`src/design/kpv_pkg.sv`:
```
// kpv_pkg: shared types, constants, op codes and fixed-point helpers
// for the position/velocity kalman filter core; no dependencies
package kpv_pkg;

    // datapath widths
    localparam int WIDE_W   = 72;
    localparam int MUL_W    = 33;
    localparam int PROD_W   = 2 * MUL_W;
    localparam int DIV_W    = 64;
    localparam int QUO_BITS = 31;
    localparam int CFG_AW   = 4;

    // register reset values
    localparam logic [15:0] DT_RESET = 16'd1376;
    localparam logic [30:0] RD_RESET = 31'd104857600;
    localparam logic [30:0] RV_RESET = 31'd167772;
    localparam logic [30:0] Q_RESET  = 31'd604;

    // register indexes
    localparam logic [1:0] REG_DT = 2'd0;
    localparam logic [1:0] REG_RD = 2'd1;
    localparam logic [1:0] REG_RV = 2'd2;
    localparam logic [1:0] REG_Q  = 2'd3;

    localparam logic signed [31:0] ONE_Q24 = 32'sh0100_0000;

    typedef logic signed [WIDE_W-1:0] t_wide;

    localparam t_wide SAT_HI = t_wide'(32'sh7fff_ffff);
    localparam t_wide SAT_LO = t_wide'(32'sh8000_0000);

    typedef struct packed {
        logic signed [31:0] accel_in;
        logic signed [31:0] meas_position;
        logic signed [31:0] meas_velocity;
    } t_in_word;

    typedef struct packed {
        logic signed [31:0] est_position;
        logic signed [31:0] est_velocity;
        logic               singular;
    } t_out_word;

    typedef struct packed {
        logic [15:0] time_step;
        logic [30:0] position_noise_var;
        logic [30:0] velocity_noise_var;
        logic [30:0] process_noise_var;
    } t_cfg;

    // datapath operations, in sequence order
    typedef enum logic [5:0] {
        OP_DT2, OP_XP0, OP_XP1, OP_XV, OP_P0A, OP_P0B, OP_P0C, OP_P123,
        OP_INIT, OP_SUMS, OP_DET0, OP_DET1, OP_CHK, OP_KEEP,
        OP_N0A, OP_N0B, OP_N1A, OP_N1B, OP_N2A, OP_N2B, OP_N3A, OP_N3B,
        OP_DIV0, OP_DIV1, OP_DIV2, OP_DIV3,
        OP_E0A, OP_E0B, OP_E1A, OP_E1B,
        OP_C0A, OP_C0B, OP_C1A, OP_C1B, OP_C2A, OP_C2B, OP_C3A, OP_C3B,
        OP_FINISH
    } t_op;

    // controller to datapath
    typedef struct packed {
        logic       accept;
        logic       issue;
        t_op        op;
        logic       div_start;
        logic [1:0] div_idx;
        logic       finish;
    } t_cmd;

    // datapath to controller
    typedef struct packed {
        logic first;
        logic sing;
        logic div_done;
        logic out_free;
    } t_sts;

    function automatic t_wide sx32(input logic signed [31:0] v);
        return t_wide'(v);
    endfunction

    function automatic t_wide ux31(input logic [30:0] v);
        return t_wide'(signed'({1'b0, v}));
    endfunction

    function automatic logic signed [31:0] sat32(input t_wide x);
        if (x > SAT_HI) begin
            return 32'sh7fff_ffff;
        end else if (x < SAT_LO) begin
            return 32'sh8000_0000;
        end
        return x[31:0];
    endfunction

    // add half an lsb, then arithmetic shift right
    function automatic t_wide rnd(input t_wide x, input int unsigned sh);
        return (x + (t_wide'(1) <<< (sh - 1))) >>> sh;
    endfunction

endpackage

```
`src/design/kpv_ctrl.sv`:
```
// kpv_ctrl: sequencer that steps the datapath through predict, gain and
// update ops for one word; depends on kpv_pkg
module kpv_ctrl (
    input  logic           i_clk,
    input  logic           i_rst_n,
    input  logic           i_in_valid,
    output logic           o_in_stall,
    input  kpv_pkg::t_sts  i_sts,
    output kpv_pkg::t_cmd  o_cmd
);

    typedef enum logic [1:0] {ST_IDLE, ST_ISSUE, ST_WB, ST_DIV} t_state;

    t_state        r_state, n_state;
    kpv_pkg::t_op  r_op, n_op;

    // op that follows in the sequence
    function automatic kpv_pkg::t_op next_op(input kpv_pkg::t_op op);
        case (op)
            kpv_pkg::OP_P123: return kpv_pkg::OP_SUMS;
            kpv_pkg::OP_INIT: return kpv_pkg::OP_SUMS;
            kpv_pkg::OP_KEEP: return kpv_pkg::OP_FINISH;
            default:          return kpv_pkg::t_op'(6'(op + 1));
        endcase
    endfunction

    // next state and commands
    always_comb begin
        n_state = r_state;
        n_op    = r_op;
        o_cmd   = '0;
        o_cmd.op = r_op;
        case (r_state)
            ST_IDLE: begin
                if (i_in_valid) begin
                    o_cmd.accept = 1'b1;
                    n_op    = i_sts.first ? kpv_pkg::OP_INIT : kpv_pkg::OP_DT2;
                    n_state = ST_ISSUE;
                end
            end
            ST_ISSUE: begin
                case (r_op)
                    kpv_pkg::OP_CHK:
                        n_op = i_sts.sing ? kpv_pkg::OP_KEEP : kpv_pkg::OP_N0A;
                    kpv_pkg::OP_DIV0: begin
                        o_cmd.div_start = 1'b1;
                        o_cmd.div_idx   = 2'd0;
                        n_state = ST_DIV;
                    end
                    kpv_pkg::OP_DIV1: begin
                        o_cmd.div_start = 1'b1;
                        o_cmd.div_idx   = 2'd1;
                        n_state = ST_DIV;
                    end
                    kpv_pkg::OP_DIV2: begin
                        o_cmd.div_start = 1'b1;
                        o_cmd.div_idx   = 2'd2;
                        n_state = ST_DIV;
                    end
                    kpv_pkg::OP_DIV3: begin
                        o_cmd.div_start = 1'b1;
                        o_cmd.div_idx   = 2'd3;
                        n_state = ST_DIV;
                    end
                    kpv_pkg::OP_FINISH: begin
                        if (i_sts.out_free) begin
                            o_cmd.finish = 1'b1;
                            n_state = ST_IDLE;
                        end
                    end
                    default: begin
                        o_cmd.issue = 1'b1;
                        n_state = ST_WB;
                    end
                endcase
            end
            ST_WB: begin
                n_op    = next_op(r_op);
                n_state = ST_ISSUE;
            end
            ST_DIV: begin
                if (i_sts.div_done) begin
                    n_op    = next_op(r_op);
                    n_state = ST_ISSUE;
                end
            end
            default: n_state = ST_IDLE;
        endcase
    end

    // state register
    always_ff @(posedge i_clk) begin
        if (!i_rst_n) begin
            r_state <= ST_IDLE;
            r_op    <= kpv_pkg::OP_DT2;
        end else begin
            r_state <= n_state;
            r_op    <= n_op;
        end
    end

    assign o_in_stall = (r_state != ST_IDLE);

endmodule

```
`config.mk`:
```
export PLATFORM = sky130hd
export DESIGN_NAME = kpv_ctrl
export DESIGN_NICKNAME = d
export VERILOG_FILES = /design/src/design/kpv_pkg.sv /design/src/design/kpv_ctrl.sv
export SDC_FILE = /design/constraint.sdc
export NUM_CORES = 1
export LEC_CHECK = 0
export BUFFER_PORTS_ARGS = -buffer_cell sky130_fd_sc_hd__buf_2
export CAP_MARGIN = 10
export CORE_MARGIN = 8
export CORE_UTILIZATION = 40
export CTS_CLUSTER_DIAMETER = 30
export DETAILED_ROUTE_END_ITERATION = 8
export PLACE_DENSITY = 0.66
export SETUP_SLACK_MARGIN = 0.4
export SKIP_CTS_REPAIR_TIMING = 1
export SLEW_MARGIN = 10
export SYNTH_ARGS = -nofsm -noshare
export SYNTH_HDL_FRONTEND = slang
export SYNTH_SLANG_ARGS = --single-unit
export TNS_END_PERCENT = 50
```
`constraint.sdc`:
```
create_clock -name i_clk -period 1.4 [get_ports i_clk]
set_input_delay 0.21 -clock i_clk [delete_from_list [all_inputs] [get_ports i_clk]]
set_output_delay 0.21 -clock i_clk [all_outputs]
set_load 0.01 [all_outputs]
```
==> metrics.md, run 1 <==
| Metric | Value |
|---|---|
| Status | `finished with violations` |
| Failing checks | `setup timing` |
| Main flop type after synthesis | `dfxtp_1` |
| Fin crit share | `134%` |
| Xor/xnor share of the synthesized area | `0%` |
| Crit Path Max Fanout | `4` |
| Worst EP required | `1.19 ns` |
| Crit start category | `register` |
| Post-synth ARST share | `0%` |
| Area post-placement | `0.00111 mm²` |
| HP Class | `in2reg` |
| Total wire length | `2780 µm` |
| Hold_ws | `0.245 ns` |
| Sink Count | `8` |
| Hpwl dp | `2000 µm` |
| Fmax | `0.532 GHz` |
| Syn_nets | `103` |
| P_leak | `0.516 nW` |
| Global-route wire length before repair | `3950 µm` |
| Worst Slack Setup Final | `-0.480 ns` |
| Gr busiest metal | `met2` |
| Total power | `0.000805 W` |
| Crit end category | `primary output` |
| Max-slew violation count | `0` |
| Pin count of the biggest net entering global routing | `10` |
| Routed Antenna Nets | `0` |
| CTS root buffer | `clkbuf_4` |
| Die X | `59.4 µm` |
| Worst path slowest cell | `dfxtp_4` |
| Slew @ Worst Pin | `0.334 ns` |
| Fin cells | `162` |
| Yosys cell types | `47` |
| WL per Instance | `17.2 µm` |
| Met3 Use GR | `3.69%` |
| Unrepaired setup endpoints after global routing | `true` |
| Core box area | `0.00175 mm²` |
| Most common cell after layout, fill and taps aside | `buf_4` |
| Setup TNS Final | `-2.31 ns` |
| Max Cap Viol | `0` |
| Crit path time final | `1.88 ns` |
| Worst IR Drop VDD | `0.387 mV` |
| Die area | `0.00353 mm²` |
| Fillers | `129` |
| Main combinational cell family by area after synthesis | `compound AO/OA/AOI/OAI gates` |
| EDFF count, synth | `0` |
| WS Path Type | `reg2out` |
| Initial antenna violation count | `0` |
| Io pins | `20` |
| Clk Latency, worst-skew pair | `0.26 ns` |
| #FFs+latches synth | `8` |
| Final Setup Violations | `12` |
| Gr ovfl total | `0` |
| Mux share of post-synthesis cell area | `1.50%` |
| Post-synthesis sequential area ratio | `21.3%` |
| Worst Skew | `0.0152 ns` |
| First drt pass iteration count | `4` |
| Critical path arrival | `1.67 ns` |
| Dpl cells | `155` |
| Synth Instances | `92` |
| Via density | `5.98` |
| Vias | `969` |
| Reg clk slew, reported paths | `0.07 ns` |
| Share of layout cells above drive strength 1 | `66.4%` |
| Final Hold Fails | `0` |
| GRT Total Usage | `14.6%` |
| Die height | `59.4 µm` |
| Area Overhead vs Synth | `72.4%` |
| Post-synthesis adder-cell area fraction | `6.64%` |
| Syn Area/Cell | `8.19 µm²` |
| Vias in the first global route | `844` |
| DRC Markers | `0` |
| CTS tree | `yes` |
| CTS max path bufs | `2` |
| Max incr delay on CP | `0.38 ns` |
| Post-synthesis compound-gate area fraction | `34.4%` |
| GR met1 Demand/Resource | `16.6%` |
| Initial DRC count | `44` |
| Finished Cell Area | `0.00130 mm²` |
| Initial Util | `43.2%` |
| Reg2reg setup slack | `-0.24 ns` |
| CTS Buf Count | `3` |
| Post-Syn Area | `753 µm²` |
| Final GP Congestion | `0.904` |
| CP cell instances | `inv_4 -> ha_4 -> o21ai_2 -> mux2_4 -> o311ai_4 -> nor2_2 -> buf_2` |
| PD cells | `620 mW/mm²` |
| Slew margin rel. | `77.2%` |
| Htree depth | `1` |
| Final #Nets | `149` |
| # port buffers | `19` |
| Antenna diodes | `0` |
| Simple-Gate Fraction of Synth Area | `27.7%` |
| GRT met2 Usage | `25.1%` |
| Commonest cells after routing, fill and taps aside | `23 x buf_4, 15 x buf_2, 8 x buf_6` |
| FP Rows | `15` |
| Total number of yosys warnings | `0` |
power by group:
part | leakage (nW) | total, W | internal, W | switching (W)
combinational | 0.431 | 0.000332 | 0.000168 | 0.000165
sequential | 0.0702 | 0.000267 | 0.000241 | 0.0000259
clock | 0.0150 | 0.000206 | 0.000110 | 0.0000960
total | 0.516 | 0.000805 | 0.000518 | 0.000287
layer usage:
layer,part of all wire (%),vias up
met4,1.9,0
met3,12,8
met2,49,66
met1,37,454
met5,0,-
li1,-,441
kinds of logic (layout without fill, tap and decap cells):
kind of cell,count (synthesis),after routing
adders and majority gates,4,4
buffers and inverters,12,57
muxes,1,1
and+or+nand+nor,35,35
AOI/OAI and AO/OA,32,32
DFF,8,8
worst max-delay path, delay by kind of cell (launching register included):
kind                     cells  cell delay, ns
AND/OR/NAND/NOR              1            0.05
flip-flops                   1            0.38
adder cells (fa/ha/maj)      1            0.14
multiplexers                 1            0.28
buffers and inverters        2            0.22
AO/OA/AOI/OAI                2            0.33
synthesized netlist by cell type, types with 2 or more instances:
cell type  instances  share of area (%)
nor2_1             5                2.5
o21ai_0            5                3.3
buf_6              2                3.0
nand2b_1           3                2.5
nand4_1            2                1.7
o31ai_1            2                2.0
dfxtp_1            8                 21
buf_2              2                1.3
a31oi_1            2                1.7
ha_1               4                6.6
inv_1              7                3.5
and3_1             2                1.7
nand2_1            6                3.0
nand3b_1           2                2.0
a21boi_0           2                2.0
a21oi_1            2                1.3
a22oi_1            2                2.0
nand3_1            5                3.3
registers in the layout, summed over array words and instances (netlist names):
| name | count |
|---|---|
| r_state | 2 |
| r_op | 6 |
layout make-up:
type | instances | area [µm²] | area share [%]
Multi-Input combinational cell | 72 | 689 | 53.1
Inverter | 7 | 31.3 | 2.41
Sequential cell | 8 | 183 | 14.1
Clock buffer | 4 | 26.3 | 2.02
Timing Repair Buffer | 46 | 338 | 26.0
Tap cell | 25 | 31.3 | 2.41
path summary, 6_finish.rpt:
path | from | to | depth (start not counted)
worst max-delay path | r_op[0]$_SDFFE_PN0P_ | o_cmd[10] | 7
worst min-delay path | i_in_valid | r_state[0]$_SDFFE_PN0P_ | 2
worst max register to register | r_op[0]$_SDFFE_PN0P_ | r_op[5]$_SDFFE_PN0P_ | 7
worst min register to register | r_state[0]$_SDFFE_PN0P_ | r_state[1]$_SDFFE_PN0P_ | 1
stage by stage:
| step | utilization [%] | setup slack, ns |
|---|---|---|
| 2_1_floorplan | - | -0.111 |
| 3_3_place_gp | 63.6 | -0.216 |
| 3_5_place_dp | 63.6 | -0.254 |
| 4_1_cts | 65.1 | -0.554 |
| 5_1_grt | 74.4 | -0.553 |
| 6_report | 74.4 | -0.480 |
(Power assumes the default switching activity.)
==> inputs of run 2 (changes only) <==
--- a/config.mk
+++ b/config.mk
@@ -7,7 +7,6 @@
 export LEC_CHECK = 0
 export BUFFER_PORTS_ARGS = -buffer_cell sky130_fd_sc_hd__buf_2
 export CAP_MARGIN = 10
-export CORE_MARGIN = 8
 export CORE_UTILIZATION = 40
 export CTS_CLUSTER_DIAMETER = 30
 export DETAILED_ROUTE_END_ITERATION = 8
==> metrics.md, run 2 (synthesis results as in run 1) <==
| Metric | Value |
|---|---|
| CTS root buffer | `clkbuf_4` |
| R2R Path Start | `r_op[0]$_SDFFE_PN0P_` |
| CTS max path bufs | `2` |
| Vias in the first global route | `863` |
| # port buffers | `19` |
| Core box area | `0.00175 mm²` |
| Crit start category | `register` |
| Initial DRC count | `36` |
| Worst EP required | `1.19 ns` |
| Final Hold Fails | `0` |
| Internal power | `0.000541 W` |
| Max incr delay on CP | `0.38 ns` |
| FP Rows | `15` |
| GRT Total Usage | `25.3%` |
| Hold Path Depth | `2` |
| Final #Nets | `156` |
| Worst path slowest cell | `dfxtp_4` |
| Worst Skew | `0.0120 ns` |
| Crit end category | `primary output` |
| Critical path arrival | `1.69 ns` |
| Total wire length | `2830 µm` |
| P_leak | `0.547 nW` |
| Via density | `6.04` |
| Vias | `1021` |
| Crit path time final | `1.90 ns` |
| Unrepaired setup endpoints after global routing | `true` |
| Sw frac | `36.1%` |
| Initial antenna violation count | `0` |
| Final Setup Violations | `13` |
| WS Path Type | `reg2out` |
| Worst Slack Setup Final | `-0.501 ns` |
| Pin count of the biggest net entering global routing | `12` |
| Sink Count | `8` |
| Worst Reg-to-Reg Cells | `8` |
| Reg clk slew, reported paths | `0.08 ns` |
| Status | `finished with violations` |
| Failing checks | `setup timing` |
| First drt pass iteration count | `4` |
| Comb pwr share | `42.9%` |
| Io pins | `20` |
| Slew margin rel. | `78.1%` |
| Reg-to-Reg End | `r_op[5]$_SDFFE_PN0P_` |
| Clk Latency, worst-skew pair | `0.27 ns` |
| Worst IR Drop VDD | `0.573 mV` |
| Fmax | `0.526 GHz` |
| DRC Markers | `0` |
| Hpwl dp | `1920 µm` |
| Initial Util | `43.2%` |
| Gr ovfl total | `0` |
| CTS tree | `yes` |
| Top delay family on crit path | `flip-flops` |
| Biggest register | `r_op` |
| Slew @ Worst Pin | `0.320 ns` |
| Commonest cells after routing, fill and taps aside | `27 x buf_4, 14 x buf_2, 12 x buf_6` |
| Routed Antenna Nets | `0` |
| Power share of the clock group | `25.8%` |
| Global-route wire length before repair | `3800 µm` |
| Die area | `0.00206 mm²` |
| Largest regs | `r_op (6), r_state (2)` |
| Setup TNS Final | `-3.35 ns` |
| Part of the power in registers | `31.3%` |
| PD cells | `629 mW/mm²` |
| Die X | `45.4 µm` |
| Max Cap Viol | `0` |
| Crit Path Max Fanout | `4` |
| Area Overhead vs Synth | `78.6%` |
| Reg2reg setup slack | `-0.34 ns` |
| WL per Instance | `16.8 µm` |
| Final GP Congestion | `0.863` |
| Fillers | `118` |
| Htree depth | `1` |
| Max-slew violation count | `0` |
| Most common cell after layout, fill and taps aside | `buf_4` |
| Switching pwr | `0.000306 W` |
| Worst path bufs/invs | `2` |
| HP Class | `in2reg` |
| Fin util | `77.1%` |
| Max reg flops | `6` |
| CP cell instances | `inv_4 -> ha_4 -> o21ai_2 -> mux2_4 -> o311ai_4 -> nor2_2 -> buf_2` |
| Worst hold path startpoint | `i_rst_n` |
| Die height | `45.4 µm` |
| CTS Buf Count | `3` |
| Share of layout cells above drive strength 1 | `65.3%` |
| Fin crit share | `136%` |
| Worst Hold Path EP | `r_op[1]$_SDFFE_PN0P_` |
| Antenna diodes | `0` |
==> run 2: changes by cell type in the layout (fill, tap and decap cells not counted), sizes merged <==
cell  previous run  this run
buf             46        53
==> run 2: cell type report <==
cell class	count	area, µm²	area share (%)
multi-input cells	72	663	49.3
repair buffers	53	408	30.3
flip-flops and latches	8	185	13.8
inverters	7	31.3	2.33
well taps	25	31.3	2.33
clock buffers	4	26.3	1.95
==> run 2: how the worst max path moves through the flow <==
| stage | endpoint | slack (ns) | depth (start not counted) | from |
|---|---|---|---|---|
| 2_1_floorplan | o_cmd[10] | -0.11 | 6 | r_op[0]$_SDFFE_PN0P_ |
| 3_3_place_gp | o_cmd[10] | -0.21 | 7 | r_op[1]$_SDFFE_PN0P_ |
| 3_5_place_dp | o_cmd[10] | -0.25 | 7 | r_op[0]$_SDFFE_PN0P_ |
| 4_1_cts | o_cmd[10] | -0.55 | 7 | r_op[0]$_SDFFE_PN0P_ |
| 5_1_grt | o_cmd[10] | -0.55 | 7 | r_op[0]$_SDFFE_PN0P_ |
| 6_report | o_cmd[10] | -0.50 | 7 | r_op[0]$_SDFFE_PN0P_ |
==> run 2: metrics by stage <==
step | instances | total power, W | cell area [µm²] | hold WS [ns] | setup slack [ns]
4_1_cts | 160 | 0.000773 | 1140 | 0.226 | -0.549
5_1_grt | 169 | 0.000883 | 1350 | 0.245 | -0.546
2_1_floorplan | 92 | 0.000448 | 841 | 0.339 | -0.111
6_report | 169 | 0.000846 | 1350 | 0.238 | -0.501
3_5_place_dp | 156 | 0.000563 | 1120 | 0.509 | -0.253
3_3_place_gp | 156 | 0.000557 | 1120 | 0.515 | -0.215
==> run 2: layer usage <==
layer / wire length, µm / vias up / GRT usage, % / part of all wire (%)
met1: 1120 / 470 / 30.9 / 40
li1: - / 460 / - / -
met5: 0 / - / 0 / 0
met2: 1410 / 73 / 44.6 / 50
met3: 202 / 18 / 3.57 / 7.1
met4: 95 / 0 / 9.09 / 3.4
==> run 2: power groups by stage <==
stage | clock (W) | sequential [W] | combinational, W
2_1_floorplan | 0 | 0.000273 | 0.000174
3_3_place_gp | 0 | 0.000270 | 0.000287
3_5_place_dp | 0 | 0.000271 | 0.000292
4_1_cts | 0.000213 | 0.000266 | 0.000294
5_1_grt | 0.000230 | 0.000267 | 0.000386
6_report | 0.000219 | 0.000265 | 0.000363
==> inputs of run 3 (changes only) <==
--- a/config.mk
+++ b/config.mk
@@ -11,6 +11,7 @@
 export CTS_CLUSTER_DIAMETER = 30
 export DETAILED_ROUTE_END_ITERATION = 8
 export PLACE_DENSITY = 0.66
+export REMOVE_ABC_BUFFERS = 1
 export SETUP_SLACK_MARGIN = 0.4
 export SKIP_CTS_REPAIR_TIMING = 1
 export SLEW_MARGIN = 10
==> metrics.md, run 3 (synthesis results as in run 1) <==
| Metric | Value |
|---|---|
| Htree depth | `1` |
| Max-slew violation count | `0` |
| Initial DRC count | `39` |
| Initial antenna violation count | `0` |
| Worst EP required | `1.19 ns` |
| WL per Instance | `17.5 µm` |
| Worst IR Drop VDD | `0.520 mV` |
| Die area | `0.00206 mm²` |
| Final GP Congestion | `0.904` |
| Largest regs | `r_op (6), r_state (2)` |
| GRT Total Usage | `25.1%` |
| Die X | `45.4 µm` |
| Via density | `5.98` |
| DRC Markers | `0` |
| Final Hold Fails | `0` |
| Failing checks | `setup timing` |
| First drt pass iteration count | `5` |
| Die height | `45.4 µm` |
| Share of layout cells above drive strength 1 | `65.2%` |
| WS Path Type | `reg2out` |
| Vias | `956` |
| Setup TNS Final | `-2.43 ns` |
| Antenna diodes | `0` |
| Crit start category | `register` |
| Total wire length | `2800 µm` |
| Io pins | `20` |
| Initial Util | `43.2%` |
| HP Class | `in2reg` |
| Crit path time final | `1.85 ns` |
| Commonest cells after routing, fill and taps aside | `23 x buf_4, 15 x buf_2, 7 x buf_6` |
| Critical path arrival | `1.64 ns` |
| Biggest register | `r_op` |
| Slew @ Worst Pin | `0.325 ns` |
| Final #Nets | `148` |
| Fin util | `72.8%` |
| Unrepaired setup endpoints after global routing | `true` |
| Gr ovfl total | `0` |
| Core box area | `0.00175 mm²` |
| PD cells | `656 mW/mm²` |
| CTS max path bufs | `2` |
| Routed Antenna Nets | `0` |
| Max Cap Viol | `0` |
| Crit Path Max Fanout | `4` |
| # port buffers | `19` |
| Fin crit share | `132%` |
| Vias in the first global route | `838` |
| Fmax | `0.540 GHz` |
| FP Rows | `15` |
| Worst Slack Setup Final | `-0.452 ns` |
| Pre-CTS setup slack | `-0.309 ns` |
| Area Overhead vs Synth | `68.6%` |
| Status | `finished with violations` |
| Hpwl dp | `1780 µm` |
| CTS root buffer | `clkbuf_4` |
| Worst Skew | `0.0152 ns` |
| CTS Buf Count | `3` |
| Slew margin rel. | `78.3%` |
| P_leak | `0.512 nW` |
| Fillers | `136` |
| Pin count of the biggest net entering global routing | `13` |
| Global-route wire length before repair | `3670 µm` |
| Final Setup Violations | `13` |
| Sink Count | `8` |
| CTS tree | `yes` |
| Crit end category | `primary output` |
| Most common cell after layout, fill and taps aside | `buf_4` |
| Reg clk slew, reported paths | `0.07 ns` |
| Clk Latency, worst-skew pair | `0.28 ns` |
| Max reg flops | `6` |
-- run 3: cell types whose count changed in the layout (fill, tap and decap cells not counted), moves of 2 or more --
cell and delta:
nor2_2 -2, buf_4 -4, and2_2 +2, nor2_4 +2, buf_6 -5, dfxtp_1 +2
-- run 3: final cells by class --
class / instances / area (µm²) / share of cell area, %
multi-input cells: 72 / 678 / 53.4
repair buffers: 45 / 327 / 25.7
inverters: 7 / 31.3 / 2.46
well taps: 25 / 31.3 / 2.46
clock buffers: 3 / 22.5 / 1.77
flip-flops and latches: 8 / 180 / 14.2
-- run 3: worst paths after layout --
| kind | start | endpoint | slack [ns] | cells after the start |
|---|---|---|---|---|
| setup / recovery | r_op[0]$_SDFFE_PN0P_ | o_cmd[10] | -0.45 | 7 |
| hold / removal | i_rst_n | r_state[0]$_SDFFE_PN0P_ | 0.24 | 2 |
| setup reg to reg | r_op[0]$_SDFFE_PN0P_ | r_op[5]$_SDFFE_PN0P_ | -0.23 | 7 |
| hold reg to reg | r_state[0]$_SDFFE_PN0P_ | r_state[1]$_SDFFE_PN0P_ | 0.57 | 1 |
-- run 3: worst max-delay path, cell delays in order, from the launching register on --
cell,delay [ns]
dfxtp_4,0.37
inv_4,0.08
ha_4,0.15
o21ai_2,0.08
mux2_4,0.29
o311ai_4,0.22
nor2_1,0.06
buf_2,0.14
-- run 3: per-layer routing --
metal  track usage [%]  part of all wire, %  routed length (µm)
met5                 0                    0                   0
met4              8.48                  3.9                 109
met3              7.14                  9.1                 254
met2              43.7                   50                1410
met1              29.0                   37                1020
-- run 3: metrics by stage --
stage | hold slack (ns) | instances | instance area, µm² | total power, W
after floorplan | 0.350 | 87 | 716 | 0.000402
after global placement | 0.514 | 153 | 1010 | 0.000519
after detailed placement | 0.523 | 153 | 1010 | 0.000525
after CTS | 0.250 | 156 | 1030 | 0.000710
after global routing | 0.236 | 160 | 1270 | 0.000871
final | 0.244 | 160 | 1270 | 0.000834
-- run 3: power breakdown --
group	switching, W	internal [W]
Clock	0.0000976	0.0000992
Combinational	0.000177	0.000191
Sequential	0.0000283	0.000241
Total	0.000303	0.000531
